## config.mk

```make
export PLATFORM = sky130hd
export DESIGN_NAME = i2c_master_byte_engine
export DESIGN_NICKNAME = d
export VERILOG_FILES = /design/src/sv/i2cm_pkg.sv /design/src/sv/i2c_master_byte_engine.sv
export SDC_FILE = /design/constraint.sdc
export NUM_CORES = 1
export LEC_CHECK = 0
export ABC_CLOCK_PERIOD_IN_PS = 10300
export CORE_ASPECT_RATIO = 1.25
export CORE_UTILIZATION = 45
export CTS_CLUSTER_DIAMETER = 150
export DETAILED_ROUTE_END_ITERATION = 7
export DONT_BUFFER_PORTS = 1
export GPL_TIMING_DRIVEN = 1
export PLACE_DENSITY = 0.68
export SYNTH_ARGS = -nofsm -noshare
export SYNTH_HDL_FRONTEND = slang
export SYNTH_SLANG_ARGS = --single-unit
```

## constraint.sdc

```tcl
create_clock -name clk -period 10.3 [get_ports clk]
set_input_delay 0.515 -clock clk [delete_from_list [all_inputs] [get_ports clk]]
set_output_delay 0.515 -clock clk [all_outputs]
set_load 0.1 [all_outputs]
```

## src/sv/i2cm_pkg.sv

```systemverilog
`timescale 1ns / 1ps
// Types, codes and quarter-period program tables for the I2C master byte engine.
// Self-contained; imported by i2c_master_byte_engine.
package i2cm_pkg;

  typedef struct packed {
    logic [2:0]  req_type;
    logic [15:0] address;
    logic        read_not_write;
    logic [7:0]  write_data;
    logic [1:0]  ack_mode;
    logic        sda_in;
  } in_item_t;

  typedef struct packed {
    logic [1:0] scl_drive;
    logic [1:0] sda_drive;
    logic       busy_res;
    logic       done_res;
    logic [1:0] status;
    logic [7:0] read_data;
    logic       bus_active;
  } out_item_t;

  typedef enum logic [2:0] {
    CMD_IDLE    = 3'd0,
    CMD_START   = 3'd1,
    CMD_STOP    = 3'd2,
    CMD_WRITE   = 3'd3,
    CMD_READ    = 3'd4,
    CMD_NAKSTOP = 3'd5
  } cmd_t;

  typedef enum logic [1:0] {
    KIND_NONE  = 2'd0,
    KIND_SHIFT = 2'd1,
    KIND_ACK   = 2'd2,
    KIND_READ  = 2'd3
  } kind_t;

  typedef struct packed {
    kind_t      kind;
    logic [1:0] sda;
    logic [1:0] scl;
  } quarter_t;

  localparam logic [1:0] PIN_LOW  = 2'd0;
  localparam logic [1:0] PIN_HIGH = 2'd1;
  localparam logic [1:0] PIN_REL  = 2'd2;

  localparam logic [1:0] ST_ACK      = 2'd0;
  localparam logic [1:0] ST_NAK      = 2'd1;
  localparam logic [1:0] ST_ADDR_ERR = 2'd2;
  localparam logic [1:0] ST_NONE     = 2'd3;

  localparam logic [15:0] ADDR_MAX    = 16'h007F;
  localparam logic [15:0] QPT_RESET   = 16'd60;

  localparam logic [5:0] LEN_START    = 6'd39;
  localparam logic [5:0] LEN_STOP     = 6'd3;
  localparam logic [5:0] LEN_WRITE    = 6'd36;
  localparam logic [5:0] LEN_READ_ACK = 6'd29;
  localparam logic [5:0] LEN_READ_NO  = 6'd25;

  // x mod 3 using 4 = 1 (mod 3): add base-4 digits, fold once more
  function automatic logic [1:0] mod3_5b(input logic [4:0] x);
    logic [2:0] s;
    logic [2:0] t;
    s = {1'b0, x[1:0]} + {1'b0, x[3:2]} + {2'b00, x[4]};
    t = {2'b00, s[2]} + {1'b0, s[1:0]};
    return (t >= 3'd3) ? 2'(t - 3'd3) : t[1:0];
  endfunction

  // one of the 36 quarters of an address or data byte plus its ack slot
  function automatic quarter_t byte_quarter(input logic [5:0] q, input logic msb);
    quarter_t r;
    r.kind = KIND_NONE;
    if (q < 6'd32) begin
      r.sda = {1'b0, msb};
      r.scl = (q[1:0] == 2'd1 || q[1:0] == 2'd2) ? PIN_HIGH : PIN_LOW;
      if (q[1:0] == 2'd3) r.kind = KIND_SHIFT;
    end else begin
      r.sda = PIN_REL;
      r.scl = (q == 6'd33 || q == 6'd34) ? PIN_HIGH : PIN_LOW;
      if (q == 6'd33) r.kind = KIND_ACK;
    end
    return r;
  endfunction

  function automatic quarter_t quarter_f(input cmd_t cmd, input logic [5:0] p,
                                         input logic msb, input logic [1:0] ack_choice);
    quarter_t   r;
    logic [1:0] sub;
    r.kind = KIND_NONE;
    r.sda  = PIN_REL;
    r.scl  = PIN_REL;
    sub    = mod3_5b(5'(p - 6'd1));
    case (cmd)
      CMD_START: begin
        if (p == 6'd0) begin
          r.sda = PIN_HIGH;
          r.scl = PIN_HIGH;
        end else if (p == 6'd1) begin
          r.sda = PIN_LOW;
          r.scl = PIN_HIGH;
        end else if (p == 6'd2) begin
          r.sda = PIN_LOW;
          r.scl = PIN_LOW;
        end else begin
          r = byte_quarter(p - 6'd3, msb);
        end
      end
      CMD_WRITE: r = byte_quarter(p, msb);
      CMD_STOP, CMD_NAKSTOP: begin
        // last quarter leaves both lines released for the stop edge
        if (p == 6'd0) begin
          r.sda = PIN_LOW;
          r.scl = PIN_LOW;
        end else if (p == 6'd1) begin
          r.sda = PIN_LOW;
          r.scl = PIN_HIGH;
        end
      end
      CMD_READ: begin
        if (p == 6'd0) begin
          r.scl = PIN_LOW;
        end else if (p <= 6'd24) begin
          r.scl = (sub < 2'd2) ? PIN_HIGH : PIN_LOW;
          if (sub == 2'd0) r.kind = KIND_READ;
        end else begin
          r.sda = {1'b0, ack_choice[0]};
          r.scl = (p == 6'd26 || p == 6'd27) ? PIN_HIGH : PIN_LOW;
        end
      end
      default: r.kind = KIND_NONE;
    endcase
    return r;
  endfunction

  function automatic logic [5:0] seq_len(input cmd_t cmd, input logic [1:0] ack_choice);
    case (cmd)
      CMD_START:             return LEN_START;
      CMD_STOP, CMD_NAKSTOP: return LEN_STOP;
      CMD_WRITE:             return LEN_WRITE;
      CMD_READ:              return (ack_choice <= 2'd1) ? LEN_READ_ACK : LEN_READ_NO;
      default:               return 6'd0;
    endcase
  endfunction

endpackage

```

## src/sv/i2c_master_byte_engine.sv

```systemverilog
`timescale 1ns / 1ps
// I2C master byte engine: command sequencer with registered result and skid stage.
// Depends on i2cm_pkg for beat types, command codes and quarter tables.
//
// Usage: every input beat on in_data is one tick of the bus sequencer. It
// carries an optional command (start, stop, write byte, read byte) and the
// sampled SDA level. A command is taken only while the engine is idle; the
// engine then walks its quarter-period program, each quarter lasting
// quarter_period_ticks ticks (written through cfg_write_en/cfg_write_data
// while idle, reset value 60, zero acts as one).
// Each accepted beat yields exactly one result beat on out_data: pin drives
// for that tick, busy, a one-tick done pulse with status, the last read byte
// and the bus state.
// Each result beat is registered; throughput is one beat per cycle while the
// receiver does not stall, set by the single pass of next-state logic ahead
// of the result register.
// Reset (rst, synchronous) returns to idle with both pins released, the
// bus marked free and the result channel empty.
// When the receiver stalls, the result register holds and one further beat
// lands in a skid register; in_stall rises only while that skid is full.
module i2c_master_byte_engine
  import i2cm_pkg::*;
(
  input  logic        clk,
  input  logic        rst,
  input  logic        cfg_write_en,
  input  logic [15:0] cfg_write_data,
  input  logic        in_valid,
  output logic        in_stall,
  input  in_item_t    in_data,
  output logic        out_valid,
  input  logic        out_stall,
  output out_item_t   out_data
);

  logic [15:0] quarter_period_ticks;
  cmd_t        active_command, active_command_next;
  logic [5:0]  phase_step, phase_step_next;
  logic [15:0] quarter_counter, quarter_counter_next;
  logic [7:0]  shift_byte, shift_byte_next;
  logic [1:0]  ack_choice, ack_choice_next;
  logic        bus_started, bus_started_next;
  logic        ack_seen, ack_seen_next;
  logic [1:0]  scl_pin_state, scl_pin_state_next;
  logic [1:0]  sda_pin_state, sda_pin_state_next;
  logic [7:0]  rx_byte, rx_byte_next;

  logic        done_flag, busy_flag;
  logic [1:0]  status_code;
  logic [1:0]  scl_tick, sda_tick;
  out_item_t   step_result;

  logic        skid_valid;
  out_item_t   skid_data;
  logic        in_fire, out_free;

  assign in_stall = skid_valid;
  assign in_fire  = in_valid && !in_stall;
  assign out_free = !out_valid || !out_stall;

  // next state for one tick
  always_comb begin
    quarter_t    q;
    logic [15:0] qc_inc;
    q                    = '0;
    qc_inc               = '0;
    active_command_next  = active_command;
    phase_step_next      = phase_step;
    quarter_counter_next = quarter_counter;
    shift_byte_next      = shift_byte;
    ack_choice_next      = ack_choice;
    bus_started_next     = bus_started;
    ack_seen_next        = ack_seen;
    scl_pin_state_next   = scl_pin_state;
    sda_pin_state_next   = sda_pin_state;
    rx_byte_next         = rx_byte;
    done_flag            = 1'b0;
    busy_flag            = 1'b0;
    status_code          = ST_ACK;

    if (active_command == CMD_IDLE) begin
      case (in_data.req_type)
        CMD_START: begin
          if (in_data.address > ADDR_MAX) begin
            done_flag   = 1'b1;
            status_code = ST_ADDR_ERR;
          end else begin
            shift_byte_next     = {in_data.address[6:0], in_data.read_not_write};
            ack_seen_next       = 1'b0;
            active_command_next = CMD_START;
          end
        end
        CMD_STOP: begin
          if (bus_started) begin
            active_command_next = CMD_STOP;
          end else begin
            done_flag   = 1'b1;
            status_code = ST_NONE;
          end
        end
        CMD_WRITE: begin
          shift_byte_next     = in_data.write_data;
          ack_seen_next       = 1'b0;
          active_command_next = CMD_WRITE;
        end
        CMD_READ: begin
          ack_choice_next     = in_data.ack_mode;
          shift_byte_next     = 8'd0;
          active_command_next = CMD_READ;
        end
        default: ;
      endcase
      if (active_command_next != CMD_IDLE) begin
        phase_step_next      = 6'd0;
        quarter_counter_next = 16'd0;
        q = quarter_f(active_command_next, 6'd0, shift_byte_next[7], ack_choice_next);
        scl_pin_state_next = q.scl;
        sda_pin_state_next = q.sda;
      end
    end

    // pins seen on the bus during this tick
    scl_tick = scl_pin_state_next;
    sda_tick = sda_pin_state_next;

    if (active_command_next != CMD_IDLE) begin
      busy_flag = 1'b1;
      qc_inc    = quarter_counter_next + 16'd1;
      if (qc_inc >= quarter_period_ticks) begin
        q = quarter_f(active_command_next, phase_step_next, shift_byte_next[7],
                      ack_choice_next);
        quarter_counter_next = 16'd0;
        case (q.kind)
          KIND_SHIFT: shift_byte_next = {shift_byte_next[6:0], 1'b0};
          KIND_ACK:   ack_seen_next   = in_data.sda_in;
          KIND_READ:  shift_byte_next = {shift_byte_next[6:0], in_data.sda_in};
          default:    ;
        endcase
        phase_step_next = phase_step_next + 6'd1;
        if (phase_step_next >= seq_len(active_command_next, ack_choice_next)) begin
          phase_step_next = 6'd0;
          done_flag       = 1'b1;
          case (active_command_next)
            CMD_START: begin
              bus_started_next = 1'b1;
              status_code      = ST_ACK;
              if (ack_seen_next) begin
                // address not acknowledged: release the bus before reporting
                done_flag = 1'b0;
                q = quarter_f(CMD_NAKSTOP, 6'd0, shift_byte_next[7], ack_choice_next);
                scl_pin_state_next = q.scl;
                sda_pin_state_next = q.sda;
              end
            end
            CMD_NAKSTOP: begin
              bus_started_next = 1'b0;
              status_code      = ST_NAK;
            end
            CMD_STOP: begin
              bus_started_next = 1'b0;
              status_code      = ST_NONE;
            end
            CMD_WRITE: status_code = {1'b0, ack_seen_next};
            default: begin
              rx_byte_next = shift_byte_next;
              status_code  = ST_NONE;
            end
          endcase
          active_command_next = done_flag ? CMD_IDLE : CMD_NAKSTOP;
          if (done_flag) busy_flag = 1'b0;
        end else begin
          q = quarter_f(active_command_next, phase_step_next, shift_byte_next[7],
                        ack_choice_next);
          scl_pin_state_next = q.scl;
          sda_pin_state_next = q.sda;
        end
      end else begin
        quarter_counter_next = qc_inc;
      end
    end
  end

  // result beat for this tick
  always_comb begin
    step_result.scl_drive  = scl_tick;
    step_result.sda_drive  = sda_tick;
    step_result.busy_res   = busy_flag;
    step_result.done_res   = done_flag;
    step_result.status     = done_flag ? status_code : ST_ACK;
    step_result.read_data  = rx_byte_next;
    step_result.bus_active = bus_started_next;
  end

  always_ff @(posedge clk) begin
    if (rst) begin
      quarter_period_ticks <= QPT_RESET;
    end else if (cfg_write_en) begin
      quarter_period_ticks <= cfg_write_data;
    end
  end

  always_ff @(posedge clk) begin
    if (rst) begin
      active_command  <= CMD_IDLE;
      phase_step      <= 6'd0;
      quarter_counter <= 16'd0;
      shift_byte      <= 8'd0;
      ack_choice      <= 2'd0;
      bus_started     <= 1'b0;
      ack_seen        <= 1'b0;
      scl_pin_state   <= PIN_REL;
      sda_pin_state   <= PIN_REL;
      rx_byte         <= 8'd0;
    end else if (in_fire) begin
      active_command  <= active_command_next;
      phase_step      <= phase_step_next;
      quarter_counter <= quarter_counter_next;
      shift_byte      <= shift_byte_next;
      ack_choice      <= ack_choice_next;
      bus_started     <= bus_started_next;
      ack_seen        <= ack_seen_next;
      scl_pin_state   <= scl_pin_state_next;
      sda_pin_state   <= sda_pin_state_next;
      rx_byte         <= rx_byte_next;
    end
  end

  // result register with one-beat skid
  always_ff @(posedge clk) begin
    if (rst) begin
      out_valid  <= 1'b0;
      skid_valid <= 1'b0;
    end else if (out_free) begin
      if (skid_valid) begin
        out_valid  <= 1'b1;
        skid_valid <= 1'b0;
      end else begin
        out_valid <= in_fire;
      end
    end else if (in_fire) begin
      skid_valid <= 1'b1;
    end
  end

  always_ff @(posedge clk) begin
    if (out_free) begin
      out_data <= skid_valid ? skid_data : step_result;
    end
    if (!out_free && in_fire) begin
      skid_data <= step_result;
    end
  end

  a_busy_done_excl: assert property (@(posedge clk) disable iff (rst)
    out_valid |-> !(out_data.busy_res && out_data.done_res))
    else $error("busy and done reported on the same beat");

  a_status_on_done: assert property (@(posedge clk) disable iff (rst)
    (out_valid && !out_data.done_res) |-> (out_data.status == ST_ACK))
    else $error("status set on a beat without done");

  a_idle_counters: assert property (@(posedge clk) disable iff (rst)
    (active_command == CMD_IDLE) |-> (phase_step == 6'd0 && quarter_counter == 16'd0))
    else $error("phase or quarter counter left running while idle");

  a_skid_behind_out: assert property (@(posedge clk) disable iff (rst)
    skid_valid |-> out_valid)
    else $error("skid holds a beat while the result register is empty");

endmodule
```

==> reports/qor.csv, run 1 <==
stage,metric,value,unit
synth,syn avg cell area,8.58,um^2
timing,Final Cycle Share,60.3,%
detailed_routing,drt drc,0,
die,Die Y,140,um
grt,initial antenna violation count,0,
worst_setup_path,WP buf/inv,5,
cells_and_area,share of layout cells above drive strength 1,9.33,%
timing,fmax,161,MHz
grt,Total Routing Usage GR,23.3,%
synth,largest area contributor in the netlist,dfxtp_1,
clock_tree,clock slew at reported path FFs,0.07,ns
die,Ports,71,
detailed_routing,vias,5846,
synth,Synth top cells by count,"nor2_1, dfxtp_1, nand2_1, a21oi_1, inv_1",
grt,largest net degree at the start of global routing,56,
detailed_routing,Vias/cell,6.13,
detailed_routing,WL per Instance,18.5,um
synth,sequential fraction of the synthesis area,34.5,%
worst_setup_path,Setup crit end kind,flip-flop,
synth,asr flop ratio synth,0,%
power,PD cells,132,nW/um^2
power,Leakage,0.00277,uW
worst_setup_path,Reg2Reg Depth,24,
worst_setup_path,WS Path Type,flip-flop to flip-flop,
worst_setup_path,critical path's slowest cell,nor3_4,
clock_tree,Num CTS Buffers,9,
job,max_cap viols,0,
grt,first-pass GRT wire length,29.2,mm
synth,Synth Warn #,0,
timing,fin crit period,6.21,ns
grt,GRT Residual Overflow,0,
synth,top_reg_cell synth,dfxtp_1,
cells_and_area,antenna fix cells,0,
timing,Final Hold Fails,0,
cells_and_area,FF+latch area,2360,um^2
timing,Hold Slack,0.240,ns
timing,Worst-Margin Slew,0.989,ns
clock_tree,CTS tree,yes,
synth,Mapped Area,6850,um^2
synth,number of synthesized register bits,101,
clock_tree,"Clk Latency, worst-skew pair",0.35,ns
clock_tree,H-Tree Depth,3,
detailed_routing,DRT iter0 DRCs,434,
clock_tree,CTS Buffer Depth,2,
synth,Synth area leaders,"dfxtp_1, edfxtp_1, ha_1",
detailed_routing,ANT nets after route,0,
synth,Post-synth EDFFs,34,
power,VDD IR max,0.0682,mV
worst_setup_path,Max stage delay on crit path,0.61,ns
timing,Final setup viols,0,
timing,Setup TNS,0,ns
worst_setup_path,"Max FO, Critical Path",22,
worst_hold_path,Hold WC Path Type,input pin to flip-flop,
timing,final clock skew,0.0128,ns
synth,Mapped Cells,799,
worst_hold_path,hold endpoint,quarter_counter[11]$_SDFFE_PP0P_,
clock_tree,CTS-repair resized insts,0,
worst_setup_path,Critical R2R Launch,active_command[0]$_SDFFE_PP0P_,
worst_setup_path,family with the most delay on the worst path,adder cells,
worst_setup_path,Startpoint Class,flip-flop,
placed_design,GP Congestion,0.945,
timing,RSZ-0062 raised after global routing,no,
cells_and_area,Layout area overhead,5.50,%
worst_setup_path,Reg2Reg Capture Point,out_data[8]$_DFFE_PN_,
clock_tree,CTS sink cnt,101,
cells_and_area,nets,859,
die,total core area,15000,um^2
worst_setup_path,CP required,10.40,ns
synth,Netlist cell types,80,
synth,most common cell in the synthesized netlist,nor2_1,
worst_setup_path,r2r setup slk,4.09,ns
die,DIE WIDTH,112,um
worst_hold_path,worst hold path depth,1,
clock_tree,# Post-CTS Setup Buffers,0,
synth,Yosys top cell area share,19.6,%
placed_design,HPWL after detailed placement,12.7,mm
worst_setup_path,Worst EP arrival,6.32,ns
grt,vias in the first global route,5684,
timing,max-slew violations,0,
cells_and_area,footprint of the multi-input gates,4110,um^2
worst_hold_path,worst hold start,rst,
detailed_routing,final wirelength,17.7,mm
placed_design,Port Buffer Count,0,
detailed_routing,DRT Pass-1 Iters,6,
die,die area,15700,um^2
die,Initial Utilization,45.8,%
worst_setup_path,worst path cell trace,"nor3_4, and4_1, a21oi_1, buf_4, and2_1, inv_1, ha_1, nand2_1, a32oi_1, fa_1, inv_1, fa_1, ha_1, inv_1, fa_1, and3b_1, a21oi_1, a211oi_1, a21boi_1, a311oi_2, buf_4, mux2i_1, mux2_2, mux2_2",
clock_tree,root buffer cell,clkbuf_16,
die,# rows,50,
clock_tree,# hold bufs at CTS,0,
timing,Rel. slew slack,33.5,%
cells_and_area,FILL cells,1429,
synth,Syn Nets,891,
outcome,run status,completed,
registers in the layout, summed over array words and instances (netlist names), 2 cells and up:
| register | count |
|---|---|
| out_data | 17 |
| skid_data | 17 |
| quarter_counter | 16 |
| quarter_period_ticks | 16 |
| rx_byte | 8 |
| shift_byte | 8 |
| phase_step | 6 |
| active_command | 3 |
| ack_choice | 2 |
| scl_pin_state | 2 |
| sda_pin_state | 2 |
worst max path at each step:
stage,start,end,slack [ns],depth (start not counted)
after floorplan,in_data[28],out_data[1]$_DFFE_PN_,4.55,25
after detailed placement,active_command[0]$_SDFFE_PP0P_,out_data[8]$_DFFE_PN_,4.22,24
after global placement,active_command[0]$_SDFFE_PP0P_,out_data[8]$_DFFE_PN_,4.38,24
after global routing,active_command[0]$_SDFFE_PP0P_,out_data[8]$_DFFE_PN_,3.64,24
final,active_command[0]$_SDFFE_PP0P_,out_data[8]$_DFFE_PN_,4.09,24
after CTS,active_command[0]$_SDFFE_PP0P_,out_data[8]$_DFFE_PN_,4.18,24
where the power goes:
| part | switching, uW | internal [uW] | total [uW] |
|---|---|---|---|
| clock | 158 | 205 | 363 |
| combinational | 62.9 | 35.7 | 98.5 |
| sequential | 64.1 | 432 | 496 |
metal layers:
layer  part of all wire [%]  track usage [%]  wire (um)
met3                    5.1             4.02        906
met2                     48             39.3       8520
met5                      0                0          0
met4                    4.4             12.7        774
met1                     42             28.2       7450
placed cells by master (no fill, tap or decap), drive strengths merged, types with 8 or more instances in the layout:
cell | Yosys | routed
xor2 | 9 | 9
mux2 | 25 | 25
nand4 | 9 | 9
inv | 40 | 42
o21ai | 40 | 40
a22oi | 21 | 21
nor3 | 15 | 15
xnor2 | 13 | 13
dfxtp | 67 | 67
nand2 | 67 | 67
mux2i | 24 | 24
a21oi | 48 | 48
a211oi | 8 | 8
o21a | 16 | 16
or3 | 8 | 8
nand3 | 22 | 22
clkbuf | 31 | 10
nor2b | 8 | 8
o31ai | 11 | 11
ha | 34 | 34
nor2 | 103 | 103
and2 | 12 | 12
edfxtp | 34 | 34
o211ai | 9 | 9
through the flow:
stage | setup WS (ns) | util [%] | instances | total power, uW | instance area, um^2
floorplan | 4.55 | - | 799 | 581 | 6850
global placement | 4.38 | 46.2 | 938 | 601 | 6910
detailed placement | 4.22 | 46.2 | 938 | 602 | 6910
CTS | 4.18 | 48.4 | 954 | 964 | 7230
global route | 3.64 | 48.4 | 954 | 989 | 7230
finish | 4.09 | 48.4 | 954 | 958 | 7230
cell type report:
class / count / area share, %
Clock inverter: 6 / 0.935
Timing Repair Buffer: 7 / 0.727
Clock buffer: 10 / 3.46
Sequential cell: 101 / 32.7
Tap cell: 182 / 3.15
Inverter: 41 / 2.13
Multi-Input combinational cell: 607 / 56.9
kinds of logic (layout without fill, tap and decap cells):
logic type | Yosys count | after routing | synth area share (%)
adders and majority gates | 40 | 40 | 7.96
DFF | 101 | 101 | 34.5
buffers and inverters | 91 | 64 | 5.53
muxes | 49 | 49 | 7.61
xor gates and xnor gates | 22 | 22 | 2.81
AOI/OAI and AO/OA | 207 | 207 | 20.6
and+or+nand+nor | 289 | 289 | 21.0
Power figures use the tool's default switching activity.
==> run 2: changes to the inputs <==
--- a/config.mk
+++ b/config.mk
@@ -5,14 +5,14 @@
 export SDC_FILE = /design/constraint.sdc
 export NUM_CORES = 1
 export LEC_CHECK = 0
-export ABC_CLOCK_PERIOD_IN_PS = 10300
+export ABC_CLOCK_PERIOD_IN_PS = 5100
 export CORE_ASPECT_RATIO = 1.25
 export CORE_UTILIZATION = 45
 export CTS_CLUSTER_DIAMETER = 150
 export DETAILED_ROUTE_END_ITERATION = 7
 export DONT_BUFFER_PORTS = 1
 export GPL_TIMING_DRIVEN = 1
-export PLACE_DENSITY = 0.68
+export PLACE_DENSITY = 0.7
 export SYNTH_ARGS = -nofsm -noshare
 export SYNTH_HDL_FRONTEND = slang
 export SYNTH_SLANG_ARGS = --single-unit
==> constraint.sdc (replaced) <==
create_clock -name clk -period 5.1 [get_ports clk]
set_input_delay 0.255 -clock clk [delete_from_list [all_inputs] [get_ports clk]]
set_output_delay 0.255 -clock clk [all_outputs]
set_load 0.1 [all_outputs]
==> run 2 against run 1 <==
Against the previous run: register-to-register slack worse by 4.0 ns; flip-flop and latch count stayed put; combinational power is 120% higher; critical path depth stayed put; power is 100% higher; routed wire length is 1.9% higher; design area is 5.5% higher; setup slack worse by 4.0 ns; critical endpoint unchanged.
==> reports/qor.csv, run 2 (synthesis results as in run 1) <==
stage,metric,value,unit,change
outcome,run status,completed,,
worst_setup_path,worst path cell trace,"nor3_4, and4_4, a21oi_2, and2_4, inv_4, ha_4, nand2_2, a32oi_2, fa_2, inv_1, fa_2, ha_4, inv_2, fa_1, and3b_1, a21oi_1, a211oi_1, a21boi_2, a311oi_2, buf_4, buf_6, mux2i_1, mux2_4, mux2_2",,
power,PD cells,252,nW/um^2,+90%
die,Die Y,140,um,unchanged
detailed_routing,drt drc,0,,unchanged
placed_design,pre-CTS setup slack,0.0222,ns,-4.19 ns
timing,RSZ-0062 raised after global routing,yes,,
cells_and_area,nets,900,,+4.8%
worst_hold_path,Hold WC Path Type,input pin to flip-flop,,
cells_and_area,"most common cell after layout, fill and taps aside",nor2_1,,
cells_and_area,antenna fix cells,0,,unchanged
worst_setup_path,CP required,5.20,ns,-5.20 ns
clock_tree,root buffer cell,clkbuf_16,,
worst_setup_path,Max stage delay on crit path,0.45,ns,-0.16 ns
timing,fmax,200,MHz,+25%
timing,Final Hold Fails,0,,unchanged
placed_design,GP Congestion,0.989,,+4.6%
power,Leakage,0.00298,uW,+7.7%
clock_tree,CTS sink cnt,101,,unchanged
timing,final clock skew,0.0118,ns,-0.00106 ns
grt,initial antenna violation count,0,,unchanged
timing,Worst-Margin Slew,0.999,ns,+0.00968 ns
die,total core area,15000,um^2,unchanged
detailed_routing,Vias/cell,6.02,,-1.8%
timing,Final Cycle Share,97.8,%,+37 points
job,max_cap viols,0,,unchanged
cells_and_area,FILL cells,1372,,-4.0%
grt,GRT Residual Overflow,0,,unchanged
detailed_routing,ANT nets after route,0,,unchanged
grt,vias in the first global route,5683,,-0.018%
cells_and_area,Finished Cell Area,7630,um^2,+5.5%
cells_and_area,most frequent cells in the layout,"nor2_1, nand2_1, dfxtp_1",,
timing,fin crit period,4.99,ns,-1.23 ns
detailed_routing,WL per Instance,18.1,um,-2.3%
placed_design,HPWL after detailed placement,13.0,mm,+2.4%
grt,largest net degree at the start of global routing,43,,-23%
worst_setup_path,Worst EP arrival,5.08,ns,-1.24 ns
cells_and_area,Layout area overhead,11.3,%,
clock_tree,"Clk Latency, worst-skew pair",0.35,ns,about the same
detailed_routing,DRT iter0 DRCs,558,,+29%
detailed_routing,final wirelength,18.0,mm,+1.9%
timing,Rel. slew slack,33.4,%,-0.14 points
die,DIE WIDTH,112,um,unchanged
placed_design,Port Buffer Count,0,,unchanged
detailed_routing,vias,5985,,+2.4%
power,VDD IR max,0.153,mV,+120%
timing,max-slew violations,0,,unchanged
clock_tree,Num CTS Buffers,9,,unchanged
die,# rows,50,,unchanged
timing,Final setup viols,0,,unchanged
die,Ports,71,,unchanged
worst_setup_path,WS Path Type,flip-flop to flip-flop,,
cells_and_area,biggest regs,"out_data (17), skid_data (17)",,
clock_tree,CTS tree,yes,,
worst_setup_path,Startpoint Class,flip-flop,,
placed_design,Placed Area,7250,um^2,+4.9%
timing,post-route worst setup slack,0.111,ns,-3.97 ns
clock_tree,clock slew at reported path FFs,0.08,ns,about the same
grt,Total Routing Usage GR,23.3,%,about the same
worst_setup_path,Setup crit end kind,flip-flop,,
worst_setup_path,"Max FO, Critical Path",5,,-77%
clock_tree,CTS Buffer Depth,2,,unchanged
clock_tree,H-Tree Depth,3,,unchanged
detailed_routing,DRT Pass-1 Iters,7,,+1
die,Initial Utilization,45.8,%,unchanged
cells_and_area,share of layout cells above drive strength 1,15.6,%,+6.3 points
worst_setup_path,critical path's slowest cell,fa_1,,
grt,first-pass GRT wire length,28.9,mm,-0.95%
die,die area,15700,um^2,unchanged
==> run 2: cell types whose count changed in the layout (fill, tap and decap cells not counted), sizes merged <==
cell	change
buf	+41
clkinvlp	-1
clkbuf	-1
clkinv	+2
==> run 2: what timing repair did <==
item                       CTS  global route
hold buffers                 1             0
gates resized for setup      0             5
buffers inserted             0             5
setup endpoints to repair    0            10
hold endpoints to repair    42             0
==> run 2: stage by stage <==
step           util [%]  power, uW  setup TNS, ns  hold WS [ns]  cells
2_1_floorplan         -       1180         -0.798         0.385    799
3_3_place_gp       48.5       1220              0         0.334    972
3_5_place_dp       48.5       1220              0         0.335    972
4_1_cts            50.6       1930              0      0.000637    989
5_1_grt            51.0       1990         -0.194      0.000566    995
6_report           51.0       1920              0        0.0179    995
==> run 2: critical path: cells and delay by family (launching register included) <==
| family | cells | cell delay [ns] |
|---|---|---|
| simple gates | 5 | 0.89 |
| flops | 1 | 0.34 |
| fa+ha+maj | 5 | 1.48 |
| buf+inv | 5 | 0.46 |
| compound gates | 6 | 0.89 |
| mux | 3 | 0.66 |
==> run 2: power by group <==
| group | switching [uW] | total, uW | internal, uW |
|---|---|---|---|
| Combinational | 135 | 220 | 84.1 |
| Sequential | 129 | 1000 | 872 |
| Clock | 319 | 702 | 383 |
==> run 2: final timing paths <==
check / startpoint / endpoint / slack [ns] / cells past startpoint
min reg2reg: shift_byte[6]$_SDFFE_PP0P_ / shift_byte[6]$_SDFFE_PP0P_ / 0.46 / 2
max: active_command[0]$_SDFFE_PP0P_ / out_data[8]$_DFFE_PN_ / 0.11 / 24
min: rst / phase_step[2]$_SDFFE_PP0P_ / 0.02 / 1
max reg2reg: active_command[0]$_SDFFE_PP0P_ / out_data[8]$_DFFE_PN_ / 0.11 / 24
==> run 2: layer usage <==
| metal | global-route usage, % | share of wire [%] | wire length, um |
|---|---|---|---|
| met5 | 0 | 0 | 0 |
| met4 | 11.4 | 4.5 | 811 |
| met3 | 4.67 | 5.9 | 1060 |
| met2 | 40.0 | 48 | 8580 |
| met1 | 27.6 | 42 | 7540 |
==> run 2: area by class of cell <==
cell class | count | area [um^2] | share of cell area (%)
multi-input combinational | 607 | 4210 | 55.2
inverter | 41 | 156 | 2.05
sequential | 101 | 2360 | 31.0
tap | 182 | 228 | 2.99
timing repair buffer | 48 | 374 | 4.90
clock buffer | 9 | 225 | 2.95
clock inverter | 7 | 71.3 | 0.935
